--- src/design/dda_keyframe_interpolator_bank_core_assert.svh ---
// ----------------------------------------------------------------------------
// dda keyframe interpolator bank - assertion macros
// shared concurrent check forms used by the block's modules
// ----------------------------------------------------------------------------
`ifndef DDA_KEYFRAME_INTERPOLATOR_BANK_CORE_ASSERT_SVH
`define DDA_KEYFRAME_INTERPOLATOR_BANK_CORE_ASSERT_SVH

// check that holds on every edge out of reset
`define DKIB_ASSERT(label, clk, rst_n, prop, msg) \
  label: assert property (@(posedge clk) disable iff (!rst_n) prop) else $error(msg);

// check on what reset leaves behind in the cycle after it
`define DKIB_ASSERT_AFTER_RST(label, clk, rst_n, prop, msg) \
  label: assert property (@(posedge clk) !rst_n |=> prop) else $error(msg);

`endif

--- src/design/dkib_pkg.sv ---
// ----------------------------------------------------------------------------
// dkib_pkg
// types, codes and constants shared by the interpolator bank modules
// ----------------------------------------------------------------------------
`default_nettype none

package dkib_pkg;

  localparam int ACT_W   = 2;
  localparam int BONE_W  = 6;
  localparam int ELEM_W  = 4;
  localparam int HALF_W  = 16;
  localparam int VALUE_W = 32;

  localparam int BONE_COUNT_DEF = 64;
  localparam int ELEM_COUNT     = 9;

  // action codes
  localparam logic [ACT_W-1:0] ACT_SET  = 2'd0;
  localparam logic [ACT_W-1:0] ACT_LOAD = 2'd1;
  localparam logic [ACT_W-1:0] ACT_STEP = 2'd2;

  // element groups within a bone
  localparam logic [ELEM_W-1:0] ROT_FIRST = 4'd3;
  localparam logic [ELEM_W-1:0] LOC_FIRST = 4'd6;
  localparam logic [ELEM_W-1:0] LAST_ELEM = 4'd8;

  // one channel entry of the bank
  typedef struct packed {
    logic [VALUE_W-1:0] value;
    logic [HALF_W-1:0]  whole;
    logic [HALF_W-1:0]  rem;
    logic [HALF_W-1:0]  down;
    logic [HALF_W-1:0]  reload;
    logic               sign;
  } chan_word_t;

  typedef struct packed {
    logic rd_en;
    logic wr_en;
  } mem_ctrl_t;

  typedef struct packed {
    logic [HALF_W-1:0] quot;
    logic [HALF_W-1:0] rem_mag;
    logic              neg;
  } div_res_t;

  typedef struct packed {
    logic [VALUE_W-1:0] new_value;
    logic               changed;
    logic               status;
  } res_t;

endpackage

`default_nettype wire

--- src/design/dkib_update.sv ---
// ----------------------------------------------------------------------------
// dkib_update
// per-channel modify step: set, rate load and dda step of one entry
// ----------------------------------------------------------------------------
`default_nettype none

module dkib_update (
  input  wire logic [dkib_pkg::ACT_W-1:0]   act,
  input  wire logic [dkib_pkg::BONE_W-1:0]  bone,
  input  wire logic [dkib_pkg::ELEM_W-1:0]  elem,
  input  wire logic [dkib_pkg::VALUE_W-1:0] start_value,
  input  wire logic [dkib_pkg::HALF_W-1:0]  divisor,
  input  wire dkib_pkg::div_res_t           div_res,
  input  wire dkib_pkg::chan_word_t         old_w,
  output dkib_pkg::chan_word_t              new_w,
  output logic                              wr_en,
  output dkib_pkg::res_t                    res
);

  localparam int HW = dkib_pkg::HALF_W;
  localparam int VW = dkib_pkg::VALUE_W;

  logic [VW-1:0] whole_ext;
  logic [VW-1:0] base_sum;
  logic [VW-1:0] step_sum;
  logic [VW-1:0] step_val;
  logic [HW-1:0] cnt_dif;
  logic [HW-1:0] cnt_wrap;
  logic          has_rem;
  logic          tick;
  logic          rot;
  logic          active;
  logic          skip;

  assign whole_ext = {{(VW-HW){old_w.whole[HW-1]}}, old_w.whole};
  assign base_sum  = old_w.value + whole_ext;
  assign cnt_dif   = old_w.down - old_w.rem;
  assign cnt_wrap  = cnt_dif + old_w.reload;
  assign has_rem   = old_w.rem != '0;
  // counter at or below zero after taking the remainder
  assign tick      = has_rem && (cnt_dif[HW-1] || cnt_dif == '0);
  assign step_sum  = !tick      ? base_sum :
                     old_w.sign ? base_sum - 1'b1 : base_sum + 1'b1;
  assign rot       = elem >= dkib_pkg::ROT_FIRST && elem < dkib_pkg::LOC_FIRST;
  assign step_val  = rot ? {{(VW-HW){step_sum[HW-1]}}, step_sum[HW-1:0]} : step_sum;
  assign active    = old_w.whole != '0 || has_rem;
  // root bone location is not moved
  assign skip      = bone == '0 && elem >= dkib_pkg::LOC_FIRST;

  always_comb begin
    new_w         = old_w;
    wr_en         = 1'b0;
    res.new_value = old_w.value;
    res.changed   = 1'b0;
    res.status    = 1'b0;
    unique case (act)
      dkib_pkg::ACT_SET: begin
        new_w.value   = start_value;
        wr_en         = 1'b1;
        res.new_value = start_value;
      end
      dkib_pkg::ACT_LOAD: begin
        if (divisor == '0) begin
          res.status = 1'b1;
        end else begin
          wr_en       = 1'b1;
          new_w.whole = div_res.quot;
          if (div_res.rem_mag != '0) begin
            new_w.rem    = div_res.rem_mag;
            new_w.sign   = div_res.neg;
            new_w.reload = divisor;
            new_w.down   = divisor;
          end else begin
            new_w.rem = '0;
          end
        end
      end
      dkib_pkg::ACT_STEP: begin
        if (active && !skip) begin
          wr_en         = 1'b1;
          new_w.value   = step_val;
          res.new_value = step_val;
          res.changed   = 1'b1;
          if (has_rem) begin
            new_w.down = tick ? cnt_wrap : cnt_dif;
          end
        end
      end
      default: begin
        wr_en = 1'b0;
      end
    endcase
  end

endmodule

`default_nettype wire

--- config.mk ---
export PLATFORM = sky130hd
export DESIGN_NAME = dkib_update
export DESIGN_NICKNAME = d
export VERILOG_FILES = /design/src/design/dda_keyframe_interpolator_bank_core_assert.svh /design/src/design/dkib_pkg.sv /design/src/design/dkib_update.sv
export SDC_FILE = /design/constraint.sdc
export NUM_CORES = 1
export LEC_CHECK = 0
export BUFFER_PORTS_ARGS = -buffer_cell sky130_fd_sc_hd__buf_2
export CAP_MARGIN = 20
export CORE_MARGIN = 1
export CORE_UTILIZATION = 30
export DETAILED_ROUTE_END_ITERATION = 8
export PLACE_DENSITY = 0.61
export SETUP_SLACK_MARGIN = 0.4
export SLEW_MARGIN = 25
export SYNTH_ARGS = -nofsm -noshare
export SYNTH_HDL_FRONTEND = slang
export SYNTH_SLANG_ARGS = --single-unit
--- constraint.sdc ---
create_clock -name vclk -period 20.7
set_input_delay 4.14 -clock vclk [all_inputs]
set_output_delay 4.14 -clock vclk [all_outputs]
set_load 0.02 [all_outputs]
==> impl_metrics.env, run 1 <==
export IMPL_die_x_microns=157
export IMPL_place_area_sq_mm=0.00888
export IMPL_grt_pass1_wl_mm=44.3
export IMPL_vias=8990
export IMPL_tightestPinTransition_ns=0.880
export IMPL_seq_cells=0
export IMPL_layout_nets=1612
export IMPL_hold_buffers=0
export IMPL_yosysSeqAreaShare=0
export IMPL_busiest_layer="met2"
export IMPL_synth_area_mux_share=0.0790
export IMPL_syn_area_per_cell_sq_um=6.83
export IMPL_hold_viol_final=0
export IMPL_crit_fanout=4
export IMPL_fin_total_pwr_uw=481
export IMPL_drive_above_1_share=0.285
export IMPL_grt_util_met2=0.420
export IMPL_postCtsSetupRepairBufs=0
export IMPL_required_ns=16.56
export IMPL_multi_input_area_sq_mm=0.00662
export IMPL_finalMaxSlewViolations=0
export IMPL_first_global_vias=8300
export IMPL_synth_top_area_share=0.175
export IMPL_io_pins=322
export IMPL_yosysUniqueCellTypes=68
export IMPL_fin_ws_ns=6.72
export IMPL_grt_setup_unrepaired="no"
export IMPL_finalSetupTns_ns=0
export IMPL_avgViaCountPerCell=5.50
export IMPL_wirelength_mm=29.3
export IMPL_syn_to_final_growth_pct=23.1
export IMPL_synth_top_family_by_area="compound AO/OA/AOI/OAI gates"
export IMPL_stdcell_count=1635
export IMPL_yosysWarnings=0
export IMPL_grt_total_usage=0.226
export IMPL_synth_fa_ha_area_frac=0.186
export IMPL_met1_usage=0.292
export IMPL_start_util=0.307
export IMPL_endpoint_kind="primary output"
export IMPL_min_period_over_period=0.676
export IMPL_fin_util=0.378
export IMPL_cellLeakagePower_nw=4.38
export IMPL_synth_area_leader_cell="ha_1"
export IMPL_final_area_sq_mm=0.00889
export IMPL_n_clock_buffer=0
export IMPL_synth_compound_area_share=0.354
export IMPL_firstDrtPassIters=5
export IMPL_synthTopCellsByArea="ha_1 17%, a21oi_1 6.7%, o21ai_0 6.7%, xnor2_1 5.6%, mux2_2 5.0%"
export IMPL_synth_simple_area_share=0.204
export IMPL_antenna_found_initial=1
export IMPL_grt_util_met3=0.00606
export IMPL_final_cell_mix="322 x buf_2, 101 x ha_1, 96 x o21ai_0, 96 x a21oi_1, 95 x nand2_1"
export IMPL_whs_ns=8.62
export IMPL_syn_inst=1057
export IMPL_drc=0
export IMPL_slew_headroom=0.404
export IMPL_layout_commonest_cell="buf_2"
export IMPL_num_fill_cells=2594
export IMPL_fp_coreArea_sq_mm=0.0235
export IMPL_routedWlPerCell_microns=17.9
export IMPL_setup_violations=0
export IMPL_dp_cells=1633
export IMPL_postRouteAntennaNets=0
export IMPL_hold_path_class="primary input to primary output"
export IMPL_worstHoldPathCells=4
export IMPL_place_ws_ns=6.81
export IMPL_path_class="primary input to primary output"
export IMPL_num_rows=56
export IMPL_cp_arrival_ns=9.84
export IMPL_die_h_microns=157
export IMPL_seqCellArea_sq_um=0
export IMPL_synth_xor_area_share=0.0922
export IMPL_grt_max_degree=51
export IMPL_start_kind="primary input"
export IMPL_status="finished, final reports clean"
export IMPL_ir_drop_mv=0.0195
export IMPL_overflow=0
export IMPL_fmaxAchievable_mhz=71.5
export IMPL_port_buffers=322
export IMPL_drv_cap=0
export IMPL_syn_area_sq_mm=0.00722
export IMPL_cts_resized=0
export IMPL_powerDensity_mw_per_mm2=54.1
export IMPL_gp_congestion=0.923
export IMPL_drtIter0Drc=539
export IMPL_min_period_ns=13.98
export IMPL_syn_nets=1352
export IMPL_dp_hpwl_mm=24.9
export IMPL_die_area_sq_mm=0.0247
[cell type report]
| cell class | count | area share |
|---|---|---|
| antenna | 1 | 0.000281 |
| inverter | 53 | 0.0224 |
| multi-input combinational | 932 | 0.744 |
| tap | 319 | 0.0449 |
| timing repair buffer | 330 | 0.188 |
[cells in the mapped netlist (4+ instances only)]
cell / count
fa_1: 4
o221ai_1: 4
nand4_1: 17
o21bai_1: 5
o31ai_1: 4
ha_1: 101
nand2b_1: 12
nor3_1: 27
xnor2_1: 46
and4_1: 4
a221o_1: 8
a22o_1: 5
nor2b_1: 10
inv_1: 53
nor2_1: 72
a211oi_1: 11
a21boi_0: 6
nor4_1: 19
a2111oi_0: 7
o21ai_1: 5
and2_1: 8
mux2i_1: 21
clkbuf_1: 27
a21oi_1: 96
o21a_1: 15
a211o_1: 4
mux2_2: 32
nand3_1: 22
buf_4: 34
a22oi_1: 34
nand2_1: 95
buf_2: 6
xor2_1: 30
o21ai_0: 96
a31oi_1: 12
o211ai_1: 7
and3_1: 6
a21o_1: 42
[where the power goes]
group	switching [mW]	internal (mW)	leakage, nW
clock network	0	0.00000000646	0.00000634
registers	0	0	0
logic	0.290	0.191	4.38
total	0.290	0.191	4.38
[worst max-delay path: stages]
cell	delay (ns)
buf_2	0.12
ha_1	0.20
inv_1	0.06
fa_1	0.40
nor2b_1	0.12
o21ai_0	0.11
a21boi_0	0.49
o21ai_0	0.20
o21ai_0	0.42
nand3_1	0.14
nand2_1	0.09
a21oi_1	0.08
xnor2_1	0.30
ha_1	0.32
a21oi_1	0.12
o21ai_0	0.16
a2111oi_0	0.40
o21ai_1	0.18
a221oi_1	0.57
o211ai_1	0.22
a21o_1	0.19
a21o_1	0.16
xnor2_1	0.17
mux2i_1	0.24
nor2_1	0.08
buf_2	0.16
[cell families after synthesis]
family | count (synthesis)
AO/OA/AOI/OAI | 391
XOR/XNOR | 76
adder cells (fa/ha/maj) | 105
buffers and inverters | 125
multiplexers | 53
AND/OR/NAND/NOR | 307
[final timing paths]
path / start / to / slack, ns
max: old_w[49] / new_w[96] / 6.72
min: div_res[18] / new_w[50] / 8.62
[metal layers]
| metal | share of wire | wire [microns] |
|---|---|---|
| met5 | 0 | 0 |
| met4 | 0.018 | 516 |
| met3 | 0.044 | 1280 |
| met2 | 0.49 | 14300 |
| met1 | 0.45 | 13200 |
(Power assumes the default switching activity.)
==> run 2, diff against run 1 <==
--- a/config.mk
+++ b/config.mk
@@ -5,6 +5,7 @@
 export SDC_FILE = /design/constraint.sdc
 export NUM_CORES = 1
 export LEC_CHECK = 0
+export ABC_AREA = 1
 export BUFFER_PORTS_ARGS = -buffer_cell sky130_fd_sc_hd__buf_2
 export CAP_MARGIN = 20
 export CORE_MARGIN = 1
==> constraint.sdc (replaced) <==
create_clock -name vclk -period 12.55
set_input_delay 2.51 -clock vclk [all_inputs]
set_output_delay 2.51 -clock vclk [all_outputs]
set_load 0.02 [all_outputs]
==> impl_metrics.env, run 2 <==
export IMPL_grt_util_met3=0.00870
export IMPL_wirelength_mm=38.3
export IMPL_port_buffers=322
export IMPL_endpoint_kind="primary output"
export IMPL_cp_arrival_ns=7.14
export IMPL_min_delay_start="div_res[24]"
export IMPL_fin_util=0.362
export IMPL_synth_xor_area_share=0.0573
export IMPL_tightestPinTransition_ns=1.00
export IMPL_layout_nets=2310
export IMPL_ir_drop_mv=0.0420
export IMPL_postRouteAntennaNets=0
export IMPL_syn_area_sq_mm=0.00899
export IMPL_drive_above_1_share=0.176
export IMPL_syn_area_per_cell_sq_um=5.10
export IMPL_grt_max_degree=61
export IMPL_min_period_ns=9.65
export IMPL_cellLeakagePower_nw=6.19
export IMPL_seqCellArea_sq_um=0
export IMPL_slew_headroom=0.327
export IMPL_final_area_sq_mm=0.0107
export IMPL_die_area_sq_mm=0.0307
export IMPL_synth_most_common_cell="nand2_1"
export IMPL_status="finished, final reports clean"
export IMPL_layout_commonest_cell="nand2_1"
export IMPL_n_clock_buffer=0
export IMPL_hold_path_class="primary input to primary output"
export IMPL_grt_total_usage=0.234
export IMPL_synth_top_family_by_area="simple AND/OR/NAND/NOR gates"
export IMPL_fp_coreArea_sq_mm=0.0296
export IMPL_required_ns=10.04
export IMPL_grt_pass1_wl_mm=58.2
export IMPL_synth_compound_area_share=0.188
export IMPL_firstDrtPassIters=6
export IMPL_final_cell_mix="611 x nand2_1, 322 x buf_2, 204 x inv_1"
export IMPL_finalMaxSlewViolations=0
export IMPL_yosysUniqueCellTypes=45
export IMPL_min_period_over_period=0.769
export IMPL_drv_cap=0
export IMPL_place_area_sq_mm=0.0107
export IMPL_powerDensity_mw_per_mm2=84.6
export IMPL_synth_simple_area_share=0.465
export IMPL_synthTopCellsByArea="nand2_1 26%, ha_1 14%, inv_1 8.6%, nor2_1 8.2%, a21oi_1 7.4%"
export IMPL_place_ws_ns=3.02
export IMPL_setup_violations=0
export IMPL_seq_cells=0
export IMPL_cts_resized=0
export IMPL_antenna_found_initial=1
export IMPL_yosysWarnings=0
export IMPL_dp_hpwl_mm=32.7
export IMPL_gp_congestion=1.03
export IMPL_io_pins=322
export IMPL_grt_setup_unrepaired="no"
export IMPL_start_util=0.304
export IMPL_vias=12200
export IMPL_grt_util_met2=0.419
export IMPL_die_h_microns=175
export IMPL_hold_viol_final=0
export IMPL_overflow=0
export IMPL_worstHoldEndpoint="new_w[56]"
export IMPL_num_rows=63
export IMPL_path_class="primary input to primary output"
export IMPL_finalSetupTns_ns=0
export IMPL_synth_fa_ha_area_frac=0.149
export IMPL_synth_area_mux_share=0
export IMPL_synth_top_area_share=0.255
export IMPL_first_global_vias=10800
export IMPL_drtIter0Drc=1008
export IMPL_drc=0
export IMPL_yosysSeqAreaShare=0
export IMPL_synth_area_leader_cell="nand2_1"
export IMPL_avgViaCountPerCell=5.09
export IMPL_crit_fanout=4
export IMPL_worstHoldPathCells=4
export IMPL_syn_nets=2058
export IMPL_routedWlPerCell_microns=15.9
export IMPL_syn_inst=1763
export IMPL_hold_buffers=0
export IMPL_fin_total_pwr_uw=905
export IMPL_met1_usage=0.310
export IMPL_postCtsSetupRepairBufs=0
export IMPL_syn_to_final_growth_pct=19.0
export IMPL_busiest_layer="met2"
export IMPL_synthTopCellsByCount="611 x nand2_1, 205 x inv_1, 196 x nor2_1"
export IMPL_die_x_microns=175
export IMPL_fmaxAchievable_mhz=104
export IMPL_start_kind="primary input"
export IMPL_fin_ws_ns=2.90
-- run 2: how the worst max path moves through the flow --
stage / from / endpoint / slack, ns / depth (start not counted)
2_1_floorplan: old_w[49] / res[17] / 3.78 / 20
3_3_place_gp: old_w[49] / new_w[82] / 2.97 / 25
3_5_place_dp: old_w[49] / new_w[82] / 3.02 / 25
4_1_cts: old_w[49] / new_w[82] / 2.98 / 25
5_1_grt: old_w[49] / new_w[82] / 2.56 / 25
6_report: old_w[49] / new_w[82] / 2.90 / 25
-- run 2: kinds of logic (layout without fill, tap and decap cells) --
kind of cell / after synthesis / count (layout)
xor gates and xnor gates: 58 / 58
adders and majority gates: 105 / 105
and+or+nand+nor: 1011 / 1011
other: 0 / 1
AOI/OAI and AO/OA: 297 / 297
buffers and inverters: 292 / 542
-- run 2: layout make-up --
type	instances	area, sq um
repair buffers	329	1660
fillers	3416	18900
well taps	390	488
multi-input cells	1471	7740
diodes	1	2.50
inverters	213	800
-- run 2: through the flow --
step,instances,hold WS (ns)
6_report,2404,5.35
3_3_place_gp,2403,5.34
5_1_grt,2404,5.35
3_5_place_dp,2403,5.34
2_1_floorplan,1763,5.19
4_1_cts,2403,5.34
-- run 2: metal layers --
layer | up-vias | wire, microns
met2 | 424 | 18300
met3 | 37 | 2000
met5 | - | 0
met1 | 5576 | 17100
li1 | 6203 | -
met4 | 0 | 841
-- run 2: report_power, final --
part	internal, mW	switching (mW)
sequential	0	0
combinational	0.311	0.594
clock	0.0000000107	0
-- run 2: critical path, stage by stage --
cell and delay, ns:
buf_2 0.11, ha_1 0.17, inv_1 0.06, fa_1 0.40, o21ai_0 0.29, a21boi_0 0.23
o21ai_0 0.44, nand2_1 0.09, nand2_1 0.14, xor2_1 0.26, ha_1 0.23, nand2_1 0.14
nor2_1 0.16, nand2_1 0.06, o21ai_0 0.62, nand2_1 0.22, nand3b_1 0.15, nand2_1 0.06
nand3b_1 0.16, nand3_1 0.14, nand2_1 0.08, nand2_1 0.07, nand2_1 0.07, nand2_1 0.09
buf_2 0.17
==> run 3, diff against run 2 <==
--- a/config.mk
+++ b/config.mk
@@ -11,7 +11,7 @@
 export CORE_MARGIN = 1
 export CORE_UTILIZATION = 30
 export DETAILED_ROUTE_END_ITERATION = 8
-export PLACE_DENSITY = 0.61
+export PLACE_DENSITY = 0.59
 export SETUP_SLACK_MARGIN = 0.4
 export SLEW_MARGIN = 25
 export SYNTH_ARGS = -nofsm -noshare
==> constraint.sdc (replaced) <==
create_clock -name vclk -period 9.1
set_input_delay 1.82 -clock vclk [all_inputs]
set_output_delay 1.82 -clock vclk [all_outputs]
set_load 0.02 [all_outputs]
==> impl_metrics.env, run 3 (same netlist as run 2, synthesis figures left out) <==
export IMPL_min_period_over_period=0.903
export IMPL_grt_max_degree=61
export IMPL_num_fill_cells=3451
export IMPL_cp_startpoint="old_w[49]"
export IMPL_powerDensity_mw_per_mm2=117
export IMPL_min_delay_start="div_res[30]"
export IMPL_gp_congestion=0.980
export IMPL_cts_resized=0
export IMPL_switching_share=0.658
export IMPL_die_x_microns=175
export IMPL_first_global_vias=11200
export IMPL_routedWlPerCell_microns=16.1
export IMPL_multi_input_area_sq_mm=0.00774
export IMPL_num_rows=63
export IMPL_place_ws_ns=0.934
export IMPL_power_switching_uw=827
export IMPL_syn_to_final_growth_pct=19.2
export IMPL_die_area_sq_mm=0.0307
export IMPL_required_ns=7.28
export IMPL_path_class="primary input to primary output"
export IMPL_postCtsSetupRepairBufs=0
export IMPL_postRouteAntennaNets=0
export IMPL_fin_ws_ns=0.887
export IMPL_pwr_share_clk=0
export IMPL_cp_arrival_ns=6.39
export IMPL_die_h_microns=175
export IMPL_start_kind="primary input"
export IMPL_stdcell_count=2406
export IMPL_seqCellArea_sq_um=0
export IMPL_seq_cells=0
export IMPL_hold_path_class="primary input to primary output"
export IMPL_overflow=0
export IMPL_layout_commonest_cell="nand2_1"
export IMPL_antenna_found_initial=0
export IMPL_grt_total_usage=0.238
export IMPL_min_period_ns=8.21
export IMPL_fmaxAchievable_mhz=122
export IMPL_finalMaxSlewViolations=0
export IMPL_grt_pass1_wl_mm=59.2
export IMPL_antenna_cells=0
export IMPL_internal_power_uw=430
export IMPL_final_cell_mix="611 x nand2_1, 322 x buf_2, 204 x inv_1"
export IMPL_tightestPinTransition_ns=0.993
export IMPL_avgViaCountPerCell=5.15
export IMPL_crit_fanout=4
export IMPL_grt_setup_unrepaired="no"
export IMPL_port_buffers=322
export IMPL_firstDrtPassIters=7
export IMPL_start_util=0.304
export IMPL_drive_above_1_share=0.178
export IMPL_setup_violations=0
export IMPL_hold_buffers=0
export IMPL_drv_cap=0
export IMPL_status="finished, final reports clean"
export IMPL_drc=0
export IMPL_fp_coreArea_sq_mm=0.0296
export IMPL_io_pins=322
export IMPL_slew_headroom=0.338
export IMPL_p_comb_frac=1.000
export IMPL_vias=12400
export IMPL_hold_viol_final=0
export IMPL_dp_cells=2406
export IMPL_p_seq_frac=0
export IMPL_setup_worst_path_end="res[24]"
export IMPL_layout_nets=2313
export IMPL_wirelength_mm=38.8
export IMPL_n_clock_buffer=0
export IMPL_cellLeakagePower_nw=6.20
export IMPL_dp_hpwl_mm=33.2
export IMPL_finalSetupTns_ns=0
export IMPL_ir_drop_mv=0.0470
export IMPL_drtIter0Drc=884
export IMPL_endpoint_kind="primary output"
run 3: per-layer routing:
metal,routed length [microns],global-route usage,vias to the layer above
met2,18400,0.423,490
met3,2170,0.0157,61
met5,0,0,-
li1,-,-,6211
met4,984,0.0598,0
met1,17200,0.309,5630
run 3: worst min-delay path by stage:
stage | end | cells after the start
floorplan | new_w[19] | 2
global placement | new_w[58] | 4
detailed placement | new_w[62] | 4
CTS | new_w[62] | 4
global route | new_w[56] | 4
finish | new_w[62] | 4
run 3: worst max-delay path, stage by stage:
cell and delay, ns:
buf_2 0.11, ha_1 0.17, inv_1 0.06, fa_1 0.41, o21ai_0 0.29, a21boi_0 0.23
o21ai_0 0.38, nand2_1 0.09, nand2_1 0.14, xor2_1 0.24, ha_1 0.23, nand2_1 0.14
nor2_1 0.18, nand2_1 0.06, o21ai_0 0.68, nand2_1 0.15, nand3b_1 0.14, nand2_1 0.07
nand3b_1 0.16, nand3_1 0.18, nand2_1 0.08, nand2_1 0.06, nand2_1 0.06, nand2_1 0.07
buf_2 0.17
run 3: cell type report:
class	count	share of cell area
multi-input combinational	1471	0.723
timing repair buffer	332	0.157
inverter	213	0.0746
tap	390	0.0455
run 3: metrics by stage:
step                      instance area [sq um]  total power, mW  hold WS (ns)  utilization
after floorplan                            8990            0.895          3.81            -
after global placement                    10700             1.24          3.95        0.362
after detailed placement                  10700             1.24          3.96        0.363
after CTS                                 10700             1.24          3.96        0.363
after global routing                      10700             1.39          3.97        0.363
final                                     10700             1.26          3.96        0.363
run 3: power groups by stage:
stage / Sequential, mW / Combinational (mW) / Clock [mW]
after floorplan: 0 / 0.895 / 0
final: 0 / 1.26 / 0
after CTS: 0 / 1.24 / 0
after global placement: 0 / 1.24 / 0
after detailed placement: 0 / 1.24 / 0
after global routing: 0 / 1.39 / 0
