### config.mk
export PLATFORM = sky130hd
export DESIGN_NAME = dkib_div
export DESIGN_NICKNAME = d
export VERILOG_FILES = /design/src/design/dkib_pkg.sv /design/src/design/dkib_div.sv
export VERILOG_INCLUDE_DIRS = /design/src /design/src/design
export SDC_FILE = /design/constraint.sdc
export NUM_CORES = 1
export LEC_CHECK = 0
export ABC_AREA = 1
export ABC_CLOCK_PERIOD_IN_PS = 4550
export BUFFER_PORTS_ARGS = -buffer_cell sky130_fd_sc_hd__buf_4
export CORE_MARGIN = 1
export CORE_UTILIZATION = 62
export CTS_CLUSTER_SIZE = 12
export DETAILED_ROUTE_END_ITERATION = 6
export GPL_TIMING_DRIVEN = 0
export MAX_ROUTING_LAYER = met4
export PLACE_DENSITY = 0.86
export SLEW_MARGIN = 40
export SYNTH_ARGS = -nofsm -noshare
export SYNTH_HDL_FRONTEND = slang
export SYNTH_SLANG_ARGS = --single-unit
### constraint.sdc
create_clock -name clk -period 4.55 [get_ports clk]
set_input_delay 0.91 -clock clk [delete_from_list [all_inputs] [get_ports clk]]
set_output_delay 0.91 -clock clk [all_outputs]
set_load 0.005 [all_outputs]
### src/design/dda_keyframe_interpolator_bank_core_assert.svh
// ----------------------------------------------------------------------------
// dda keyframe interpolator bank - assertion macros
// shared concurrent check forms used by the block's modules
// ----------------------------------------------------------------------------
`ifndef DDA_KEYFRAME_INTERPOLATOR_BANK_CORE_ASSERT_SVH
`define DDA_KEYFRAME_INTERPOLATOR_BANK_CORE_ASSERT_SVH

// check that holds on every edge out of reset
`define DKIB_ASSERT(label, clk, rst_n, prop, msg) \
  label: assert property (@(posedge clk) disable iff (!rst_n) prop) else $error(msg);

// check on what reset leaves behind in the cycle after it
`define DKIB_ASSERT_AFTER_RST(label, clk, rst_n, prop, msg) \
  label: assert property (@(posedge clk) !rst_n |=> prop) else $error(msg);

`endif

### src/design/dkib_pkg.sv
// ----------------------------------------------------------------------------
// dkib_pkg
// types, codes and constants shared by the interpolator bank modules
// ----------------------------------------------------------------------------
`default_nettype none

package dkib_pkg;

  localparam int ACT_W   = 2;
  localparam int BONE_W  = 6;
  localparam int ELEM_W  = 4;
  localparam int HALF_W  = 16;
  localparam int VALUE_W = 32;

  localparam int BONE_COUNT_DEF = 64;
  localparam int ELEM_COUNT     = 9;

  // action codes
  localparam logic [ACT_W-1:0] ACT_SET  = 2'd0;
  localparam logic [ACT_W-1:0] ACT_LOAD = 2'd1;
  localparam logic [ACT_W-1:0] ACT_STEP = 2'd2;

  // element groups within a bone
  localparam logic [ELEM_W-1:0] ROT_FIRST = 4'd3;
  localparam logic [ELEM_W-1:0] LOC_FIRST = 4'd6;
  localparam logic [ELEM_W-1:0] LAST_ELEM = 4'd8;

  // one channel entry of the bank
  typedef struct packed {
    logic [VALUE_W-1:0] value;
    logic [HALF_W-1:0]  whole;
    logic [HALF_W-1:0]  rem;
    logic [HALF_W-1:0]  down;
    logic [HALF_W-1:0]  reload;
    logic               sign;
  } chan_word_t;

  typedef struct packed {
    logic rd_en;
    logic wr_en;
  } mem_ctrl_t;

  typedef struct packed {
    logic [HALF_W-1:0] quot;
    logic [HALF_W-1:0] rem_mag;
    logic              neg;
  } div_res_t;

  typedef struct packed {
    logic [VALUE_W-1:0] new_value;
    logic               changed;
    logic               status;
  } res_t;

endpackage

`default_nettype wire

### src/design/dkib_div.sv
// ----------------------------------------------------------------------------
// dkib_div
// restoring signed divider, one quotient bit per cycle, truncating toward zero
// ----------------------------------------------------------------------------
`default_nettype none

`include "dda_keyframe_interpolator_bank_core_assert.svh"

module dkib_div (
  input  wire logic                          clk,
  input  wire logic                          rst_n,
  input  wire logic                          start,
  input  wire logic [dkib_pkg::HALF_W-1:0]   dividend,
  input  wire logic [dkib_pkg::HALF_W-1:0]   divisor,
  output logic                               done,
  output dkib_pkg::div_res_t                 res
);

  localparam int W     = dkib_pkg::HALF_W;
  localparam int CNT_W = $clog2(W);

  logic             busy_r, busy_nxt;
  logic             done_r, done_nxt;
  logic [CNT_W-1:0] cnt_r, cnt_nxt;
  logic [W-1:0]     quot_r;
  logic [W-1:0]     rem_r;
  logic [W-1:0]     dvs_r;
  logic             qneg_r;
  logic             aneg_r;

  logic [W-1:0]     a_mag;
  logic [W-1:0]     d_mag;
  logic [W:0]       trial;
  logic [W:0]       diff;
  logic             ge;

  // magnitude of -32768 is 0x8000 as unsigned
  assign a_mag = dividend[W-1] ? W'(-dividend) : dividend;
  assign d_mag = divisor[W-1]  ? W'(-divisor)  : divisor;

  assign trial = {rem_r, quot_r[W-1]};
  assign diff  = trial - {1'b0, dvs_r};
  assign ge    = !diff[W];

  always_comb begin
    busy_nxt = busy_r;
    cnt_nxt  = cnt_r;
    done_nxt = 1'b0;
    if (start) begin
      busy_nxt = 1'b1;
      cnt_nxt  = CNT_W'(W - 1);
    end else if (busy_r) begin
      cnt_nxt = cnt_r - 1'b1;
      if (cnt_r == '0) begin
        busy_nxt = 1'b0;
        done_nxt = 1'b1;
      end
    end
  end

  always_ff @(posedge clk) begin
    if (!rst_n) begin
      busy_r <= 1'b0;
      done_r <= 1'b0;
      cnt_r  <= '0;
    end else begin
      busy_r <= busy_nxt;
      done_r <= done_nxt;
      cnt_r  <= cnt_nxt;
    end
  end

  always_ff @(posedge clk) begin
    if (start) begin
      quot_r <= a_mag;
      rem_r  <= '0;
      dvs_r  <= d_mag;
      qneg_r <= dividend[W-1] ^ divisor[W-1];
      aneg_r <= dividend[W-1];
    end else if (busy_r) begin
      quot_r <= {quot_r[W-2:0], ge};
      rem_r  <= ge ? diff[W-1:0] : trial[W-1:0];
    end
  end

  // quotient wraps to 16 bits, remainder takes the dividend's sign
  assign done        = done_r;
  assign res.quot    = qneg_r ? W'(-quot_r) : quot_r;
  assign res.rem_mag = rem_r;
  assign res.neg     = aneg_r;

  `DKIB_ASSERT(a_done_after_busy, clk, rst_n, done_r |-> $past(busy_r), "divider done without run")

endmodule

`default_nettype wire

==> impl_metrics.py, run 1 <==
metrics = {
    "worst_setup_path": {
        "slowest_stage": "nor4_1",
        "path_max_fanout": 3,
        "worstPathRequired_ns": 3.64,
        "r2r_setup_slack_ns": 2.13,
        "crit_type": "reg2out",
        "crit_path_cell_trace": "inv_1, ha_1, inv_1, nor4_1, nand4_1, nand2_1, o21ai_0, xor2_1, buf_4",
        "cpPeakStageDelay_ns": 0.46,
        "timing.rr.end": "quot_r[0]$_DFFE_PP_",
        "endpoint": "res[31]",
        "cpMostUsedCell": "inv_1",
        "rr_worst_depth": 13,
        "crit_start": "quot_r[0]$_DFFE_PP_",
        "startpoint_type": "flip-flop",
        "arrival_ns": 2.30,
        "r2r_start": "dvs_r[0]$_DFFE_PP_",
        "setup.worst_path.end_class": "output pin",
    },
    "global_routing": {
        "grt_overflow": 0,
        "grt_pass1_wl_mm": 16.8,
        "grt_pass1_vias": 3812,
        "grt_max_degree": 20,
        "grt_use_total": 0.301,
        "antenna_found_initial": 0,
    },
    "layout": {
        "layout-drive-gt1-share": 0.133,
        "regArea_mm2": 0.00146,
        "fin_area_mm2": 0.00501,
        "antenna_cells": 0,
        "multi_input_area_mm2": 0.00232,
        "n_fill_cell": 510,
        "area_growth_pct": 16.6,
        "nets": 760,
    },
    "logic_synthesis": {
        "syn_inst": 630,
        "synth_area_per_cell_um2": 6.82,
        "synth_area_leaders": "edfxtp_1 (24%), nand2_1 (17%), dfxtp_1 (10%)",
        "synth_ff_type": "edfxtp_1",
        "netlist.area_leader.share": 0.238,
        "synth_cell_type_count": 37,
        "synthArstFlopShare": 0,
        "syn-num-nets": 686,
        "ys_warn_count": 0,
        "seq_area_frac_synth": 0.340,
        "synth_edf_count": 34,
        "ys_ff_latch": 56,
        "yosysTopAreaCell": "edfxtp_1",
        "synth_area_mm2": 0.00430,
    },
    "drt": {
        "detail-route-antenna-nets": 0,
        "viasPerCell": 5.39,
        "drc": 0,
        "postRouteWirelength_mm": 10.1,
        "drtPass1Iterations": 6,
        "vias": 4215,
        "dr.first_iter.drc_count": 340,
        "wire_per_inst_um": 12.9,
    },
    "timing": {
        "holdWs_ns": 0.502,
        "maxSlewViolCount": 0,
        "fin_skew_ns": 0.0186,
        "min_period_ns": 3.21,
        "hold_viol_final": 0,
        "period_share": 0.705,
        "rsz0062_at_grt": "no",
        "fin_setup_tns_ns": 0,
        "worst_slew_pin_slew_ns": 0.642,
        "max_freq_mhz": 312,
        "setup_viol": 0,
        "relSlewSlack": 0.572,
    },
    "placed_design": {
        "gp_congestion": 1.02,
        "dpl_cell_area_mm2": 0.00490,
        "io_buffers": 67,
        "hpwl_mm": 8.02,
    },
    "floorplan": {
        "num_rows": 29,
        "die_area_mm2": 0.00727,
        "die_x_um": 85.3,
        "ios": 69,
        "initial_core_util": 0.658,
        "die_h_um": 85.3,
        "core-area_mm2": 0.00653,
    },
    "clock_network": {
        "ctsHoldBuffers": 0,
        "clk_path_buf_depth": 2,
        "cts_setup_buffers": 0,
        "cts_root_buf": "clkbuf_8",
        "cts.sinks": 56,
        "tritoncts": "yes",
        "htree_levels": 2,
        "cts_resized": 0,
        "cts_buffers": 5,
        "clk-insertion-delay-late_ns": 0.33,
        "path_clk_slew_ns": 0.12,
    },
    "job": {
        "cap_violations": 0,
    },
    "power": {
        "ir_worst_vdd_mv": 0.140,
        "p_leak_nw": 2.67,
        "powerDensity_mw_per_mm2": 257,
    },
    "outcome": {
        "outcome": "finished clean",
    },
    "hold_path": {
        "hp-class": "reg2reg",
    },
}
-- through the flow --
stage	power (W)	worst slack, ns	utilization	std cells
after global routing	0.00135	1.24	0.767	782
after CTS	0.00129	1.42	0.767	782
final	0.00129	1.34	0.767	782
after global placement	0.000941	1.32	0.750	774
after floorplan	0.000814	2.19	-	630
after detailed placement	0.000952	1.31	0.750	774
-- registers in the layout (all words and copies together), names as in the netlist --
| name | flops |
|---|---|
| done | 1 |
| busy_r | 1 |
| aneg_r | 1 |
| rem_r | 16 |
| quot_r | 16 |
| qneg_r | 1 |
| cnt_r | 4 |
| dvs_r | 16 |
-- final cells by class --
cell class	count	area share
Buffer	13	0.0147
Clock buffer	5	0.0137
Clock inverter	3	0.00924
Inverter	119	0.0891
Multi-Input combinational cell	442	0.462
Sequential cell	56	0.292
Tap cell	77	0.0192
Timing Repair Buffer	67	0.100
-- worst min-delay path by stage --
| stage | cells past startpoint | slack, ns | end | from |
|---|---|---|---|---|
| after floorplan | 2 | 0.47 | cnt_r[3]$_SDFFE_PN0P_ | cnt_r[3]$_SDFFE_PN0P_ |
| after global placement | 2 | 0.47 | rem_r[12]$_SDFFE_PP0P_ | rem_r[12]$_SDFFE_PP0P_ |
| after detailed placement | 2 | 0.48 | rem_r[6]$_SDFFE_PP0P_ | rem_r[6]$_SDFFE_PP0P_ |
| after CTS | 2 | 0.50 | rem_r[10]$_SDFFE_PP0P_ | rem_r[10]$_SDFFE_PP0P_ |
| after global routing | 2 | 0.52 | rem_r[6]$_SDFFE_PP0P_ | rem_r[6]$_SDFFE_PP0P_ |
| final | 2 | 0.50 | rem_r[10]$_SDFFE_PP0P_ | rem_r[10]$_SDFFE_PP0P_ |
-- critical path: cells and delay by family, from the launching register on --
family          cells  cell delay, ns
simple gates        3            0.77
xor+xnor            1            0.20
compound gates      1            0.11
fa+ha+maj           1            0.16
buf+inv             3            0.32
flops               1            0.43
-- layer usage --
layer | routed length (µm) | part of all wire | GRT usage | vias up
met4 | 230 | 0.023 | 0.102 | 0
met3 | 819 | 0.081 | 0.0428 | 31
met5 | 0 | 0 | - | -
met1 | 4490 | 0.45 | 0.409 | 1862
li1 | - | - | - | 2128
met2 | 4530 | 0.45 | 0.463 | 194
-- cells in the mapped netlist (11+ instances only) --
library cell and instances:
ha_1 20, nand4_1 11, dfxtp_1 22, xnor2_1 11, a21oi_1 14, o21ai_0 27, inv_1 117, xor2_1 30
nor2_1 42, nand2_1 198, edfxtp_1 34, nand3_1 40
-- cell usage in the layout (no fill, tap or decap), types with 4 or more instances in the layout --
cell and count:
clkbuf_1 5, nor2_1 42, clkbuf_8 5, ha_1 20, dfxtp_1 22, nand2_2 6, nor3_1 10, o21ai_0 27
inv_1 117, buf_4 69, a21oi_1 14, nand3_1 40, xnor2_1 11, xor2_1 30, nand2_1 198, a31oi_1 4
nand4_1 11, edfxtp_1 34
-- power breakdown --
part / switching, W / internal, W / total (W)
registers: 0.0000260 / 0.000585 / 0.000611
logic: 0.000191 / 0.000145 / 0.000336
clock network: 0.000175 / 0.000166 / 0.000341
-- logic make-up after synthesis --
family / count (synthesis) / share of synthesized area
flip-flops: 56 / 0.340
adder cells (fa/ha/maj): 21 / 0.0629
buffers and inverters: 132 / 0.121
AND/OR/NAND/NOR: 323 / 0.318
AO/OA/AOI/OAI: 57 / 0.0748
XOR/XNOR: 41 / 0.0836
Power figures use the tool's default switching activity.
==> run 2, diff against run 1 <==
ABC_CLOCK_PERIOD_IN_PS = 2600   (was 4550)
CORE_UTILIZATION = 52   (was 62)
PLACE_DENSITY = 0.77   (was 0.86)
clock period = 2.6 ns   (was 4.55 ns; I/O delays follow)
==> impl_metrics.py, run 2 (synthesis results as in run 1) <==
metrics = {
    "timing": {
        "worst_slew_pin_slew_ns": 0.617,
        "min_period_ns": 2.63,
        "period_share": 1.01,
        "setup_ws_ns": -0.0252,
        "hold_viol_final": 0,
        "max_freq_mhz": 381,
        "setup_viol": 2,
        "fin_skew_ns": 0.0158,
        "relSlewSlack": 0.588,
        "maxSlewViolCount": 0,
    },
    "placed_design": {
        "dpl_worst_slack_ns": -0.390,
        "dpl_cell_area_mm2": 0.00493,
        "io_buffers": 67,
        "gp_congestion": 1.02,
        "hpwl_mm": 8.22,
    },
    "clock_network": {
        "clk-insertion-delay-late_ns": 0.33,
        "clk_path_buf_depth": 2,
        "cts.sinks": 56,
        "cts_buffers": 5,
        "cts_root_buf": "clkbuf_8",
        "tritoncts": "yes",
        "path_clk_slew_ns": 0.10,
        "htree_levels": 2,
    },
    "floorplan": {
        "die_area_mm2": 0.00863,
        "die_x_um": 92.9,
        "ios": 69,
        "die_h_um": 92.9,
        "core-area_mm2": 0.00785,
        "initial_core_util": 0.548,
        "num_rows": 32,
    },
    "hold_path": {
        "whs_path_depth": 1,
        "hp-class": "in2reg",
        "hp-start": "divisor[0]",
        "hold_end": "dvs_r[0]$_DFFE_PP_",
    },
    "global_routing": {
        "grt_pass1_wl_mm": 17.3,
        "grt_max_degree": 20,
        "grt_use_met1": 0.344,
        "gr-usage-met2": 0.419,
        "grt_use_total": 0.262,
        "grt_use_met3": 0.0312,
        "grt.busiest_layer": "met2",
        "antenna_found_initial": 0,
        "grt_overflow": 0,
        "grt_pass1_vias": 3782,
    },
    "worst_setup_path": {
        "startpoint_type": "flip-flop",
        "crit_type": "reg2out",
        "worstPathRequired_ns": 2.08,
        "crit_path_cell_trace": "inv_2, ha_4, inv_4, nor4_4, nand4_1, buf_4, o21ai_4, xnor2_2, buf_4",
        "slowest_stage": "edfxtp_1",
        "arrival_ns": 2.11,
        "crit_start": "quot_r[0]$_DFFE_PP_",
        "timing.rr.end": "quot_r[0]$_DFFE_PP_",
        "cpPeakStageDelay_ns": 0.48,
        "cpMostUsedCell": "buf_4",
        "path_max_fanout": 3,
        "setup.worst_path.end_class": "output pin",
        "r2r_setup_slack_ns": 0.20,
        "r2r_start": "dvs_r[0]$_DFFE_PP_",
        "rr_worst_depth": 13,
    },
    "power": {
        "ir_worst_vdd_mv": 0.221,
        "power_w": 0.00222,
        "powerDensity_mw_per_mm2": 429,
        "p_leak_nw": 2.72,
    },
    "layout": {
        "area_growth_pct": 20.3,
        "top_regs": "dvs_r x16, quot_r x16, rem_r x16",
        "nets": 771,
        "layout_common_cells": "nand2_1 (197), inv_1 (114), buf_4 (80)",
        "n_fill_cell": 691,
        "mostFrequentLayoutCell": "nand2_1",
        "fin_area_mm2": 0.00517,
        "antenna_cells": 0,
        "layout-drive-gt1-share": 0.162,
    },
    "outcome": {
        "violations": "negative setup slack",
        "outcome": "finished with violations",
    },
    "drt": {
        "viasPerCell": 5.09,
        "drc": 0,
        "vias": 4160,
        "wire_per_inst_um": 13.0,
        "dr.first_iter.drc_count": 190,
        "drtPass1Iterations": 7,
        "detail-route-antenna-nets": 0,
        "postRouteWirelength_mm": 10.6,
    },
    "job": {
        "cap_violations": 0,
    },
}
[run 2: worst max path at each step]
stage	to	slack, ns	cells after the start
global placement	quot_r[3]$_DFFE_PP_	-0.34	5
CTS	res[31]	-0.06	9
floorplan	quot_r[0]$_DFFE_PP_	0.53	14
finish	res[29]	-0.03	9
detailed placement	quot_r[3]$_DFFE_PP_	-0.39	5
global route	res[29]	-0.07	9
[run 2: report_power, final]
part           internal, W  switching, W  leakage (nW)
Clock             0.000192      0.000317        0.0404
Combinational     0.000280      0.000357          2.16
Sequential         0.00102     0.0000491         0.519
Total              0.00150      0.000724          2.72
[run 2: critical path: cells and delay by family (launching register included)]
| family | cells | cell delay [ns] |
|---|---|---|
| adder cells (fa/ha/maj) | 1 | 0.14 |
| AND/OR/NAND/NOR | 2 | 0.37 |
| buffers and inverters | 4 | 0.49 |
| XOR/XNOR | 1 | 0.15 |
| flip-flops | 1 | 0.48 |
| AO/OA/AOI/OAI | 1 | 0.16 |
[run 2: final cells by class]
class | count | area [µm²] | area share
Clock buffer | 5 | 68.8 | 0.0133
Timing Repair Buffer | 78 | 586 | 0.113
Inverter | 119 | 449 | 0.0868
Buffer | 13 | 73.8 | 0.0143
Clock inverter | 3 | 23.8 | 0.00460
Sequential cell | 56 | 1460 | 0.283
Tap cell | 102 | 128 | 0.0247
Multi-Input combinational cell | 442 | 2380 | 0.461
[run 2: timing repair]
action | in CTS | in global routing
hold buffers | 0 | 0
pin swaps | 0 | 7
resized for setup | 5 | 13
buffers inserted | 1 | 10
endpoints found under the setup margin | 22 | 5
[run 2: metal layers]
metal / part of all wire / vias up
met3: 0.057 / 21
met2: 0.46 / 135
met1: 0.46 / 1856
li1: - / 2148
met5: 0 / -
met4: 0.023 / 0
[run 2: per-stage QoR]
stage	TNS, ns	utilization	std cells	hold slack (ns)
after floorplan	0	-	630	0.468
after global placement	-5.43	0.628	799	0.477
after detailed placement	-6.24	0.628	799	0.483
after CTS	-0.0601	0.644	808	0.383
after global routing	-0.276	0.659	818	0.385
final	-0.0500	0.659	818	0.395
==> run 3, diff against run 2 <==
CELL_PAD_IN_SITES_DETAIL_PLACEMENT = 1   (was not set)
CELL_PAD_IN_SITES_GLOBAL_PLACEMENT = 1   (was not set)
CORE_UTILIZATION = 37   (was 52)
PLACE_DENSITY = not set   (was 0.77)
PLACE_DENSITY_LB_ADDON = 0.1   (was not set)
==> impl_metrics.py, run 3 (synthesis results as in run 1) <==
metrics = {
    "global_routing": {
        "grt_pass1_vias": 4224,
        "grt_pass1_wl_mm": 20.7,
        "grt_use_total": 0.235,
        "grt_max_degree": 20,
        "grt_overflow": 0,
        "antenna_found_initial": 0,
    },
    "timing": {
        "min_period_ns": 2.59,
        "period_share": 0.998,
        "fin_setup_tns_ns": 0,
        "setup_viol": 0,
        "maxSlewViolCount": 0,
        "rsz0062_at_grt": "yes",
        "relSlewSlack": 0.566,
        "hold_viol_final": 0,
        "max_freq_mhz": 385,
        "fin_skew_ns": 0.0144,
        "worst_slew_pin_slew_ns": 0.649,
    },
    "worst_setup_path": {
        "path_max_fanout": 3,
        "crit_start": "quot_r[0]$_DFFE_PP_",
        "startpoint_type": "flip-flop",
        "setup.worst_path.end_class": "output pin",
        "arrival_ns": 2.07,
        "crit_type": "reg2out",
        "r2r_start": "dvs_r[0]$_DFFE_PP_",
        "worstPathRequired_ns": 2.08,
    },
    "layout": {
        "area_growth_pct": 23.2,
        "top_regs": "dvs_r x16, quot_r x16, rem_r x16",
        "multi_input_area_mm2": 0.00239,
        "n_fill_cell": 1483,
        "layout_common_cells": "nand2_1 (195), inv_1 (114), buf_4 (81)",
        "mostFrequentLayoutCell": "nand2_1",
        "nets": 772,
        "regArea_mm2": 0.00146,
        "layout-drive-gt1-share": 0.166,
        "antenna_cells": 0,
    },
    "job": {
        "cap_violations": 0,
    },
    "clock_network": {
        "cts_buffers": 5,
        "clk_path_buf_depth": 2,
        "tritoncts": "yes",
        "path_clk_slew_ns": 0.08,
        "htree_levels": 2,
        "cts_root_buf": "clkbuf_16",
        "ctsHoldBuffers": 0,
        "cts.sinks": 56,
        "clk-insertion-delay-late_ns": 0.31,
    },
    "placed_design": {
        "io_buffers": 67,
        "gp_congestion": 0.867,
        "hpwl_mm": 10.3,
    },
    "floorplan": {
        "core-area_mm2": 0.0111,
        "die_x_um": 110,
        "die_h_um": 110,
        "initial_core_util": 0.388,
        "num_rows": 38,
        "die_area_mm2": 0.0121,
        "ios": 69,
    },
    "drt": {
        "drtPass1Iterations": 4,
        "detail-route-antenna-nets": 0,
        "wire_per_inst_um": 15.0,
        "dr.first_iter.drc_count": 173,
        "vias": 4228,
        "drc": 0,
        "viasPerCell": 4.93,
        "postRouteWirelength_mm": 12.9,
    },
    "power": {
        "power_w": 0.00246,
        "p_leak_nw": 2.75,
        "ir_worst_vdd_mv": 0.288,
        "powerDensity_mw_per_mm2": 464,
    },
    "outcome": {
        "outcome": "finished clean",
    },
    "hold_path": {
        "hp-class": "in2reg",
        "hp-start": "divisor[0]",
    },
}
## run 3: cell types whose count changed in the layout (fill, tap and decap cells not counted), moves of 2 or more
| cell | previous run | this run |
|---|---|---|
| o21ai_1 | 0 | 2 |
| clkbuf_8 | 5 | 0 |
| clkbuf_16 | 0 | 5 |
| inv_6 | 0 | 2 |
| nand2_1 | 197 | 195 |
## run 3: power by group
group	switching [W]	total, W	internal (W)
registers	0.0000484	0.00107	0.00102
logic	0.000380	0.000662	0.000282
clock network	0.000356	0.000722	0.000366
## run 3: through the flow
step	instance area (µm²)	utilization	worst slack, ns	instances	hold WS (ns)
finish	5300	0.478	0.00588	857	0.407
CTS	5200	0.470	0.00324	850	0.395
detailed placement	4980	0.449	-0.559	837	0.493
global route	5300	0.478	-0.0694	857	0.397
global placement	4980	0.449	-0.430	837	0.483
floorplan	4300	-	0.534	630	0.468
## run 3: area by class of cell
class | instances | share of cell area
Clock buffer | 5 | 0.0236
Clock inverter | 3 | 0.00473
Tap cell | 140 | 0.0331
Sequential cell | 56 | 0.276
Multi-Input combinational cell | 442 | 0.452
Buffer | 13 | 0.0142
Inverter | 119 | 0.0848
Timing Repair Buffer | 79 | 0.112
## run 3: worst max-delay path, cell delays in order, from the launching register on
cell and delay, ns:
edfxtp_1 0.42, buf_4 0.17, nor3_4 0.22, nand4_1 0.20, nor2_2 0.17, nand2_1 0.07
nand2_2 0.08, xor2_1 0.26, buf_4 0.17
## run 3: what timing repair did
action / in CTS / in global routing
endpoints found under the setup margin: 22 / 18
setup buffers: 5 / 7
pin swaps: 0 / 8
gates resized for setup: 8 / 13
gates cloned: 0 / 0
endpoints found under the hold margin: 0 / 0
## run 3: worst paths after layout
| path | endpoint | slack [ns] | cells past startpoint |
|---|---|---|---|
| hold / removal | dvs_r[0]$_DFFE_PP_ | 0.41 | 1 |
| hold reg to reg | rem_r[10]$_SDFFE_PP0P_ | 0.50 | 2 |
| setup / recovery | res[28] | 0.006 | 8 |
| setup reg to reg | quot_r[0]$_DFFE_PP_ | 0.16 | 13 |
## run 3: metal layers
layer | wire length (µm) | GRT usage | up-vias | share of wire
li1 | - | - | 2153 | -
met1 | 6270 | 0.300 | 1991 | 0.49
met2 | 5970 | 0.383 | 67 | 0.46
met3 | 377 | 0.0379 | 17 | 0.029
met4 | 239 | 0.0648 | 0 | 0.019
met5 | 0 | - | - | 0
